$ cat config.mk
export PLATFORM = sky130hd
export DESIGN_NAME = hid_report_descriptor_parser
export DESIGN_NICKNAME = d
export VERILOG_FILES = /design/src/hdl/hrdp_pkg.sv /design/src/hdl/hid_report_descriptor_parser.sv /design/src/hdl/hrdp_front.sv /design/src/hdl/hrdp_queue.sv /design/src/hdl/hrdp_back.sv
export SDC_FILE = /design/constraint.sdc
export NUM_CORES = 2
export LEC_CHECK = 0
export CAP_MARGIN = 15
export CORE_ASPECT_RATIO = 1.2
export CORE_MARGIN = 5
export CORE_UTILIZATION = 60
export DETAILED_ROUTE_END_ITERATION = 6
export DONT_BUFFER_PORTS = 1
export HOLD_SLACK_MARGIN = 0.03
export PLACE_DENSITY = 0.73
export SKIP_LAST_GASP = 1
export SLEW_MARGIN = 10
export SYNTH_ARGS = -nofsm -noshare
export SYNTH_HDL_FRONTEND = slang
export SYNTH_SLANG_ARGS = --single-unit
$ cat constraint.sdc
create_clock -name i_clk -period 5.6 [get_ports i_clk]
set_input_delay 1.12 -clock i_clk [delete_from_list [all_inputs] [get_ports i_clk]]
set_output_delay 1.12 -clock i_clk [all_outputs]
set_load 0.005 [all_outputs]
$ cat src/hdl/hrdp_pkg.sv
`timescale 1ns / 1ps
// ----------------------------------------------------------------------------
// HID report descriptor parser package
// Shared types, item codes and helpers for the parser front, queue and back.
// ----------------------------------------------------------------------------
package hrdp_pkg;

    localparam int unsigned USAGE_DEPTH_DEF  = 32;
    localparam int unsigned MAX_ELEMENTS_DEF = 64;
    localparam int unsigned OUT_W            = 208;

    localparam logic [1:0] TYPE_MAIN   = 2'd0;
    localparam logic [1:0] TYPE_GLOBAL = 2'd1;
    localparam logic [1:0] TYPE_LOCAL  = 2'd2;
    localparam logic [1:0] TYPE_RSVD   = 2'd3;

    localparam logic [3:0] TAG_NOP      = 4'h0;
    localparam logic [3:0] TAG_INPUT    = 4'h8;
    localparam logic [3:0] TAG_COLL     = 4'hA;
    localparam logic [3:0] TAG_END_COLL = 4'hC;
    localparam logic [3:0] TAG_LONG     = 4'hF;
    localparam logic [3:0] TAG_PAGE     = 4'h0;
    localparam logic [3:0] TAG_RSIZE    = 4'h7;
    localparam logic [3:0] TAG_RID      = 4'h8;
    localparam logic [3:0] TAG_RCOUNT   = 4'h9;
    localparam logic [3:0] TAG_USAGE    = 4'h0;
    localparam logic [3:0] TAG_UMIN     = 4'h1;
    localparam logic [3:0] TAG_UMAX     = 4'h2;

    typedef struct packed {
        logic        clr;
        logic [7:0]  hdr;
        logic [31:0] value;
    } t_item;

    typedef enum logic [2:0] {
        S_IDLE,
        S_ELEM,
        S_RDW,
        S_BASE_RD,
        S_BASE_WR
    } t_state;

    function automatic logic [2:0] data_len(input logic [1:0] code);
        logic [2:0] len;
        case (code)
            2'd0:    len = 3'd0;
            2'd1:    len = 3'd1;
            2'd2:    len = 3'd2;
            default: len = 3'd4;
        endcase
        return len;
    endfunction

endpackage

$ cat src/hdl/hid_report_descriptor_parser.sv
`timescale 1ns / 1ps
// ----------------------------------------------------------------------------
// HID report descriptor parser
// Parses short items of a report descriptor and emits Input field beats.
// ----------------------------------------------------------------------------
// Descriptor bytes are taken one per cycle into an item assembler and queued
// as complete items in a two-entry queue; the input stalls while that queue
// is full. The executor first clears its state for an item that carries the
// first-byte clear, then applies each global, local or non-Input main item.
// An Input item is taken, then each field either repeats the usage of the
// previous field or reads it from the usage ring (its read data is
// registered, so the field waits in a read state), and the ring base is then
// moved by a read step and a write step, also for a zero count. Output beats
// wait in one register, and the executor emits the next field only once the
// sink has taken the pending beat.
// ----------------------------------------------------------------------------
module hid_report_descriptor_parser import hrdp_pkg::*; #(
    parameter int unsigned USAGE_DEPTH  = USAGE_DEPTH_DEF,
    parameter int unsigned MAX_ELEMENTS = MAX_ELEMENTS_DEF
) (
    input  logic             i_clk,
    input  logic             i_rst_n,
    input  logic             i_s_axis_tvalid,
    input  logic [7:0]       i_s_axis_tdata,   // [7:0] desc_byte
    input  logic [0:0]       i_s_axis_tuser,   // [0] first_byte
    output logic             o_s_axis_tready,
    output logic             o_m_axis_tvalid,
    // [15:0] bit_offset, [31:16] field_bits, [63:32] usage, [95:64] cur_page,
    // [127:96] usage_minimum, [159:128] usage_maximum, [160] is_constant,
    // [161] is_variable, [169:162] rpt_id, [201:170] top_usage, rest zero
    output logic [OUT_W-1:0] o_m_axis_tdata,
    output logic             o_m_axis_tlast,   // last_of_run
    input  logic             i_m_axis_tready
);

    logic  push, full, qvalid, pop;
    t_item push_item, head_item;

    hrdp_front u_front (
        .i_clk           (i_clk),
        .i_rst_n         (i_rst_n),
        .i_s_axis_tvalid (i_s_axis_tvalid),
        .i_s_axis_tdata  (i_s_axis_tdata),
        .i_s_axis_tuser  (i_s_axis_tuser),
        .o_s_axis_tready (o_s_axis_tready),
        .i_full          (full),
        .o_push          (push),
        .o_item          (push_item)
    );

    hrdp_queue u_queue (
        .i_clk   (i_clk),
        .i_rst_n (i_rst_n),
        .i_push  (push),
        .i_item  (push_item),
        .i_pop   (pop),
        .o_full  (full),
        .o_valid (qvalid),
        .o_item  (head_item)
    );

    hrdp_back #(
        .USAGE_DEPTH  (USAGE_DEPTH),
        .MAX_ELEMENTS (MAX_ELEMENTS)
    ) u_back (
        .i_clk           (i_clk),
        .i_rst_n         (i_rst_n),
        .i_valid         (qvalid),
        .i_item          (head_item),
        .o_pop           (pop),
        .o_m_axis_tvalid (o_m_axis_tvalid),
        .o_m_axis_tdata  (o_m_axis_tdata),
        .o_m_axis_tlast  (o_m_axis_tlast),
        .i_m_axis_tready (i_m_axis_tready)
    );

endmodule

$ cat src/hdl/hrdp_front.sv
`timescale 1ns / 1ps
// ----------------------------------------------------------------------------
// HID parser front
// Assembles header and little-endian data bytes into complete short items.
// ----------------------------------------------------------------------------
module hrdp_front import hrdp_pkg::*; (
    input  logic       i_clk,
    input  logic       i_rst_n,
    input  logic       i_s_axis_tvalid,
    input  logic [7:0] i_s_axis_tdata,   // [7:0] desc_byte
    input  logic [0:0] i_s_axis_tuser,   // [0] first_byte
    output logic       o_s_axis_tready,
    input  logic       i_full,
    output logic       o_push,
    output t_item      o_item
);

    logic [2:0]  r_left, n_left;
    logic [7:0]  r_hdr, n_hdr;
    logic [31:0] r_val, n_val;
    logic        r_clr, n_clr;

    logic        accept;
    logic [2:0]  left;
    logic        clr;
    logic [2:0]  len;
    logic [1:0]  pos;
    logic [31:0] val;

    assign o_s_axis_tready = !i_full;
    assign accept = i_s_axis_tvalid && !i_full;

    always_comb begin
        left   = i_s_axis_tuser[0] ? 3'd0 : r_left;
        clr    = i_s_axis_tuser[0] | r_clr;
        len    = data_len(i_s_axis_tdata[1:0]);
        pos    = 2'(data_len(r_hdr[1:0]) - left);
        val    = r_val | (32'(i_s_axis_tdata) << {pos, 3'b000});
        n_left = r_left;
        n_hdr  = r_hdr;
        n_val  = r_val;
        n_clr  = r_clr;
        o_push = 1'b0;
        o_item = '{clr: clr, hdr: r_hdr, value: val};
        if (accept) begin
            if (left == 3'd0) begin
                n_hdr  = i_s_axis_tdata;
                n_val  = '0;
                n_left = len;
                if (len == 3'd0) begin
                    o_push = 1'b1;
                    o_item = '{clr: clr, hdr: i_s_axis_tdata, value: 32'd0};
                    n_clr  = 1'b0;
                end else begin
                    n_clr  = clr;
                end
            end else begin
                n_val  = val;
                n_left = left - 3'd1;
                if (left == 3'd1) begin
                    o_push = 1'b1;
                    n_clr  = 1'b0;
                end else begin
                    n_clr  = clr;
                end
            end
        end
    end

    always_ff @(posedge i_clk) begin
        r_hdr <= n_hdr;
        r_val <= n_val;
        if (!i_rst_n) begin
            r_left <= '0;
            r_clr  <= 1'b0;
        end else begin
            r_left <= n_left;
            r_clr  <= n_clr;
        end
    end

endmodule

$ cat src/hdl/hrdp_queue.sv
`timescale 1ns / 1ps
// ----------------------------------------------------------------------------
// HID parser item queue
// Two-entry queue between the byte assembler and the item executor.
// ----------------------------------------------------------------------------
module hrdp_queue import hrdp_pkg::*; (
    input  logic  i_clk,
    input  logic  i_rst_n,
    input  logic  i_push,
    input  t_item i_item,
    input  logic  i_pop,
    output logic  o_full,
    output logic  o_valid,
    output t_item o_item
);

    t_item      r_mem [2];
    logic       r_wp;
    logic       r_rp;
    logic [1:0] r_cnt;
    logic       wr;
    logic       rd;

    assign o_full  = (r_cnt == 2'd2);
    assign o_valid = (r_cnt != 2'd0);
    assign o_item  = r_mem[r_rp];
    assign wr      = i_push && !o_full;
    assign rd      = i_pop && o_valid;

    always_ff @(posedge i_clk) begin
        if (wr) begin
            r_mem[r_wp] <= i_item;
        end
    end

    always_ff @(posedge i_clk) begin
        if (!i_rst_n) begin
            r_wp  <= 1'b0;
            r_rp  <= 1'b0;
            r_cnt <= '0;
        end else begin
            if (wr) begin
                r_wp <= !r_wp;
            end
            if (rd) begin
                r_rp <= !r_rp;
            end
            r_cnt <= r_cnt + 2'(wr) - 2'(rd);
        end
    end

endmodule

$ cat src/hdl/hrdp_back.sv
`timescale 1ns / 1ps
// ----------------------------------------------------------------------------
// HID parser back
// Executes items: global and local state, usage ring, Input field beats.
// ----------------------------------------------------------------------------
module hrdp_back import hrdp_pkg::*; #(
    parameter int unsigned USAGE_DEPTH  = USAGE_DEPTH_DEF,
    parameter int unsigned MAX_ELEMENTS = MAX_ELEMENTS_DEF
) (
    input  logic             i_clk,
    input  logic             i_rst_n,
    input  logic             i_valid,
    input  t_item            i_item,
    output logic             o_pop,
    output logic             o_m_axis_tvalid,
    output logic [OUT_W-1:0] o_m_axis_tdata,
    output logic             o_m_axis_tlast,
    input  logic             i_m_axis_tready
);

    localparam int unsigned AW = $clog2(USAGE_DEPTH);
    localparam int unsigned CW = $clog2(MAX_ELEMENTS + 1);
    localparam logic [AW:0] DEPTH_W = (AW + 1)'(USAGE_DEPTH);
    localparam logic [AW-1:0] LAST_POS = AW'(USAGE_DEPTH - 1);
    localparam logic [CW-1:0] MAX_CNT = CW'(MAX_ELEMENTS);

    t_state r_state, n_state;

    logic [31:0]   r_page, r_size, r_count, r_min, r_max, r_outer, r_prev;
    logic [7:0]    r_rid, r_open, r_close;
    logic [AW-1:0] r_base, r_pend, r_pos;
    logic [15:0]   r_off, r_fsize;
    logic [CW-1:0] r_i, r_n;
    logic [1:0]    r_flags;
    logic          r_clr_done;

    logic [31:0]   r_ring [USAGE_DEPTH];
    logic          r_vld [USAGE_DEPTH];
    logic [31:0]   r_rd;
    logic          r_rd_vld;

    logic             r_ovalid;
    logic [OUT_W-1:0] r_odata;
    logic             r_olast;

    logic [1:0]    typ;
    logic [3:0]    tag;
    logic          equal;
    logic [AW:0]   sum;
    logic [AW-1:0] wpos;
    logic          merged;
    logic [CW-1:0] sat, cnt;
    logic [15:0]   fsize;
    logic          out_free;
    logic          copy;
    logic          last;
    logic [31:0]   rd_val;
    logic          do_clear, emit, we;
    logic [AW-1:0] wa, ra;
    logic [31:0]   wd, usage_now;
    logic          ring_room;
    logic          is_input;

    always_comb begin
        typ      = i_item.hdr[3:2];
        tag      = i_item.hdr[7:4];
        equal    = (r_open == r_close);
        sum      = {1'b0, r_base} + {1'b0, r_pend};
        wpos     = (sum >= DEPTH_W) ? AW'(sum - DEPTH_W) : AW'(sum);
        merged   = (r_size == 32'd1) && (9'(r_pend) <= 9'd1);
        sat      = (r_count > 32'(MAX_ELEMENTS)) ? MAX_CNT : r_count[CW-1:0];
        cnt      = merged ? CW'(1) : sat;
        fsize    = merged ? r_count[15:0] : r_size[15:0];
        out_free = !r_ovalid || i_m_axis_tready;
        copy     = (r_i != '0) && (9'(r_i) >= 9'(r_pend)) && (int'(r_i) < USAGE_DEPTH);
        last     = (r_i == r_n - CW'(1));
        rd_val   = r_rd_vld ? r_rd : 32'd0;
        ring_room = 9'(r_pend) < 9'(USAGE_DEPTH - 1);
        is_input = (typ == TYPE_MAIN) && (tag == TAG_INPUT);
    end

    always_comb begin
        n_state = r_state;
        case (r_state)
            S_IDLE: begin
                if (i_valid && !(i_item.clr && !r_clr_done) && is_input) begin
                    n_state = (cnt == '0) ? S_BASE_RD : S_ELEM;
                end
            end
            S_ELEM: begin
                if (!copy) begin
                    n_state = S_RDW;
                end else if (out_free) begin
                    n_state = last ? S_BASE_RD : S_ELEM;
                end
            end
            S_RDW: begin
                if (out_free) begin
                    n_state = last ? S_BASE_RD : S_ELEM;
                end
            end
            S_BASE_RD: n_state = S_BASE_WR;
            S_BASE_WR: n_state = S_IDLE;
            default:   n_state = S_IDLE;
        endcase
    end

    always_comb begin
        do_clear  = 1'b0;
        o_pop     = 1'b0;
        emit      = 1'b0;
        we        = 1'b0;
        wa        = wpos;
        wd        = i_item.value;
        ra        = r_pos;
        usage_now = r_prev;
        case (r_state)
            S_IDLE: begin
                if (i_valid) begin
                    if (i_item.clr && !r_clr_done) begin
                        do_clear = 1'b1;
                    end else begin
                        o_pop = 1'b1;
                        we = (typ == TYPE_LOCAL) && (tag == TAG_USAGE) && !equal
                             && ring_room;
                    end
                end
            end
            S_ELEM: begin
                if (copy && out_free) begin
                    emit = 1'b1;
                    we   = 1'b1;
                    wa   = r_pos;
                    wd   = r_prev;
                end
            end
            S_RDW: begin
                usage_now = rd_val;
                emit      = out_free;
            end
            S_BASE_RD: begin
                ra = r_base;
            end
            S_BASE_WR: begin
                we = 1'b1;
                wd = rd_val;
            end
            default: begin
                emit = 1'b0;
            end
        endcase
    end

    always_ff @(posedge i_clk) begin
        if (we) begin
            r_ring[wa] <= wd;
        end
        r_rd     <= r_ring[ra];
        r_rd_vld <= r_vld[ra];
    end

    always_ff @(posedge i_clk) begin
        if (!i_rst_n || do_clear) begin
            for (int k = 0; k < USAGE_DEPTH; k++) begin
                r_vld[k] <= 1'b0;
            end
        end else if (we) begin
            r_vld[wa] <= 1'b1;
        end
    end

    always_ff @(posedge i_clk) begin
        if (!i_rst_n || do_clear) begin
            r_page  <= '0;
            r_size  <= '0;
            r_count <= '0;
            r_rid   <= '0;
            r_min   <= '0;
            r_max   <= '0;
            r_base  <= '0;
            r_pend  <= '0;
            r_open  <= '0;
            r_close <= '0;
            r_off   <= '0;
            r_outer <= '0;
        end else begin
            case (r_state)
                S_IDLE: begin
                    if (o_pop) begin
                        case (typ)
                            TYPE_MAIN: begin
                                if (equal) begin
                                    r_off <= '0;
                                end
                                if (tag == TAG_COLL) begin
                                    r_open <= r_open + 8'd1;
                                end else if (tag == TAG_END_COLL) begin
                                    r_close <= r_close + 8'd1;
                                end
                                if (tag != TAG_INPUT) begin
                                    r_pend <= '0;
                                    r_min  <= '0;
                                    r_max  <= '0;
                                end
                            end
                            TYPE_GLOBAL: begin
                                if (tag == TAG_PAGE) begin
                                    r_page <= i_item.value;
                                end else if (tag == TAG_RSIZE) begin
                                    r_size <= i_item.value;
                                end else if (tag == TAG_RID) begin
                                    r_rid <= i_item.value[7:0];
                                end else if (tag == TAG_RCOUNT) begin
                                    r_count <= i_item.value;
                                end
                            end
                            TYPE_LOCAL: begin
                                if (tag == TAG_USAGE) begin
                                    if (equal) begin
                                        r_outer <= i_item.value;
                                    end else if (ring_room) begin
                                        r_pend <= r_pend + AW'(1);
                                    end
                                end else if (tag == TAG_UMIN) begin
                                    r_min <= i_item.value;
                                end else if (tag == TAG_UMAX) begin
                                    r_max <= i_item.value;
                                end
                            end
                            default: begin
                                r_pend <= r_pend;
                            end
                        endcase
                    end
                end
                S_BASE_WR: begin
                    r_base <= wpos;
                    r_pend <= '0;
                    r_min  <= '0;
                    r_max  <= '0;
                end
                default: begin
                    if (emit) begin
                        r_off <= r_off + r_fsize;
                    end
                end
            endcase
        end
    end

    always_ff @(posedge i_clk) begin
        if (r_state == S_IDLE) begin
            r_i     <= '0;
            r_n     <= cnt;
            r_pos   <= r_base;
            r_fsize <= fsize;
            r_flags <= i_item.value[1:0];
        end else if (emit) begin
            r_i    <= r_i + CW'(1);
            r_pos  <= (r_pos == LAST_POS) ? '0 : r_pos + AW'(1);
            r_prev <= usage_now;
        end
    end

    always_ff @(posedge i_clk) begin
        if (!i_rst_n) begin
            r_state    <= S_IDLE;
            r_clr_done <= 1'b0;
            r_ovalid   <= 1'b0;
        end else begin
            r_state <= n_state;
            if (do_clear) begin
                r_clr_done <= 1'b1;
            end else if (o_pop) begin
                r_clr_done <= 1'b0;
            end
            if (out_free) begin
                r_ovalid <= emit;
            end
        end
    end

    always_ff @(posedge i_clk) begin
        if (emit) begin
            r_odata <= {6'd0, r_outer, r_rid, r_flags[1], r_flags[0], r_max, r_min,
                        r_page, usage_now, r_fsize, r_off};
            r_olast <= last;
        end
    end

    assign o_m_axis_tvalid = r_ovalid;
    assign o_m_axis_tdata  = r_odata;
    assign o_m_axis_tlast  = r_olast;

endmodule

==> results.sh <==
export IMPL_utilization=0.676
export IMPL_cts_tree="built"
export IMPL_nFillCells=6985
export IMPL_grt_max_degree=114
export IMPL_critPathMostFrequentCell="buf_4"
export IMPL_synthCells=3884
export IMPL_p_sw_mw=8.99
export IMPL_synth_ff_type="edfxtp_1"
export IMPL_synth_edf_count=1407
export IMPL_syn_cell_area_um2=65900
export IMPL_cts_resized=0
export IMPL_p_int_mw=23.9
export IMPL_worst_setup_path_start_kind="register"
export IMPL_cts_buffer_depth=3
export IMPL_synth_seq_cells=1735
export IMPL_initial_core_util=0.603
export IMPL_ff2ff_path_depth=10
export IMPL_dieArea_um2=117000
export IMPL_crit_type="reg -> reg"
export IMPL_path_cells="inv_1 > ha_1 > nor4b_1 > nor3_1 > o21ai_0 > nor3_2 > buf_4 > mux2i_1 > nor2_4 > buf_4"
export IMPL_dieWidth_um=313
export IMPL_coreArea_um2=109000
export IMPL_hold_path_class="reg -> reg"
export IMPL_cap_violations=0
export IMPL_period_minus_slack_ps=4000
export IMPL_rows=133
export IMPL_p_clk_frac=0.338
export IMPL_max_freq_mhz=250
export IMPL_ys_async_sr_fraction=0
export IMPL_seq_area_um2=48800
export IMPL_vdd_drop_max_mv=0.541
export IMPL_htreeDepth=4
export IMPL_dieHeight_um=373
export IMPL_cts_buffers=158
export IMPL_max_stage_delay_ps=630
export IMPL_avgSynthCellArea_um2=17.0
export IMPL_viasPerCell=6.57
export IMPL_grt_pass1_vias=35073
export IMPL_final_cells=5492
export IMPL_relSlewSlack=0.250
export IMPL_yosysWarnings=0
export IMPL_gp_congestion=0.845
export IMPL_grt_ovfl_total=0
export IMPL_vias=36104
export IMPL_rsz0062_at_grt="false"
export IMPL_r2r_start="u_back.r_i[0]"
export IMPL_drtIter0Drc=4695
export IMPL_netSwitchingFraction=0.274
export IMPL_drtPass1Iterations=6
export IMPL_fin_ws_ps=1600
export IMPL_synthToLayoutAreaGrowth_pct=12.1
export IMPL_synth_distinct_cells=76
export IMPL_slowest_stage="buf_4"
export IMPL_finalClockSkew_ps=31.8
export IMPL_fin_setup_tns_ps=0
export IMPL_placed_cell_area_um2=68200
export IMPL_grt_pass1_wl_mm=239
export IMPL_critPathRequiredTime_ps=6010
export IMPL_grt_use_total=0.280
export IMPL_clk_pin_slew_ps=70
export IMPL_port_buffers=0
export IMPL_period_share=0.715
export IMPL_postCtsSetupBuffers=0
export IMPL_drcViolationCount=0
export IMPL_final_hold_viol_count=0
export IMPL_setup_viol=0
export IMPL_final_common_cell="edfxtp_1"
export IMPL_io_pins=224
export IMPL_power_mw=32.9
export IMPL_dp_cells=5179
export IMPL_cts_root_buf="clkbuf_16"
export IMPL_p_comb_frac=0.175
export IMPL_multi_input_area_um2=16700
export IMPL_drive_above_1_share=0.191
export IMPL_mostFrequentLayoutCells="1407 x edfxtp_1, 326 x dfxtp_1, 264 x mux4_2"
export IMPL_path_max_fanout=24
export IMPL_p_seq_frac=0.488
export IMPL_final_area_um2=73900
export IMPL_leakagePower_nw=24.3
export IMPL_cts_sinks=1735
export IMPL_critPathArrivalTime_ps=4410
export IMPL_hold_buffers=0
export IMPL_status="complete, no violations"
export IMPL_finalNetCount=3993
export IMPL_tightest_slew_ps=1110
export IMPL_yosysSeqAreaShare=0.740
export IMPL_pre_cts_ws_ps=1520
export IMPL_holdWs_ps=419
export IMPL_slew_violations=0
export IMPL_antenna_found_initial=5
export IMPL_hpwl_mm=95.3
export IMPL_p_per_area_nw_per_um2=445
export IMPL_clkLatencyLatePin_ps=790
export IMPL_wire_per_inst_um=30.2
export IMPL_hold_start="u_back.r_min[17]"
export IMPL_hold_depth=0
export IMPL_startpoint="u_back.r_i[0]"
export IMPL_crit_path_end_kind="register"
export IMPL_wl_mm=166
export IMPL_final_antenna_net_count=0
-- power groups by stage --
stage	logic (mW)	clock network (mW)	registers, mW
after floorplan	3.56	0	16.2
after global placement	5.32	0	16.3
after detailed placement	5.45	0	16.3
after CTS	5.48	11.2	16.1
after global routing	6.08	11.8	16.1
final	5.74	11.1	16.0
-- area by class of cell --
class / count / area share
Antenna cell: 1 / 0.0000339
Clock buffer: 204 / 0.0583
Inverter: 38 / 0.00210
Timing Repair Buffer: 116 / 0.0144
Clock inverter: 91 / 0.0143
Sequential cell: 1735 / 0.661
Multi-Input combinational cell: 1890 / 0.226
Tap cell: 1417 / 0.0240
-- worst paths after layout --
check / slack, ps / to
hold reg to reg: 420 / u_back.o_m_axis_tdata[113]
hold / removal: 420 / u_back.o_m_axis_tdata[113]
setup reg to reg: 1600 / u_back.r_ring[6][20]
setup / recovery: 1600 / u_back.r_ring[6][20]
-- cell usage after synthesis, types with 76 or more instances --
master,n,area share
a22oi_1,139,0.016
buf_2,76,0.0058
a21oi_1,93,0.0071
edfxtp_1,1407,0.64
nand2_1,211,0.012
dfxtp_1,328,0.10
o21ai_0,109,0.0083
mux4_2,264,0.090
a211oi_1,110,0.013
nand3_1,119,0.0090
nor2_1,291,0.017
clkbuf_1,125,0.0071
-- critical path: cells and delay by family (launching register included) --
kind	cells	cell delay, ps
and+or+nand+nor	4	1360
buffers and inverters	3	1080
DFF	1	430
muxes	1	320
adders and majority gates	1	200
AOI/OAI and AO/OA	1	190
-- per-layer routing --
layer | part of all wire | vias up | GRT usage
met1 | 0.36 | 18319 | 0.357
met2 | 0.51 | 1911 | 0.474
met4 | 0.046 | 4 | 0.111
li1 | - | 15471 | -
met5 | 0.00016 | - | 0
met3 | 0.085 | 399 | 0.0648
-- registers in the layout, indices dropped and copies added, names as in the netlist, 16 cells and up, named ones only --
name / cells
u_back.o_m_axis_tdata: 202
u_back.r_count: 32
u_back.r_fsize: 16
u_back.r_max: 32
u_back.r_min: 32
u_back.r_off: 16
u_back.r_outer: 32
u_back.r_page: 32
u_back.r_prev: 32
u_back.r_rd: 32
u_back.r_ring: 1024
u_back.r_size: 32
u_back.r_vld: 32
u_front.r_val: 32
u_queue.r_mem: 78
-- cell families (layout without fill, tap and decap cells) --
logic type / after synthesis / in the layout / synth area share
XOR/XNOR: 60 / 60 / 0.00818
other: 1 / 7 / 0.0000569
AND/OR/NAND/NOR: 796 / 796 / 0.0549
multiplexers: 374 / 374 / 0.108
adder cells (fa/ha/maj): 41 / 41 / 0.00801
flip-flops: 1735 / 1735 / 0.740
AO/OA/AOI/OAI: 613 / 613 / 0.0635
buffers and inverters: 264 / 449 / 0.0172
(Power assumes the default switching activity.)
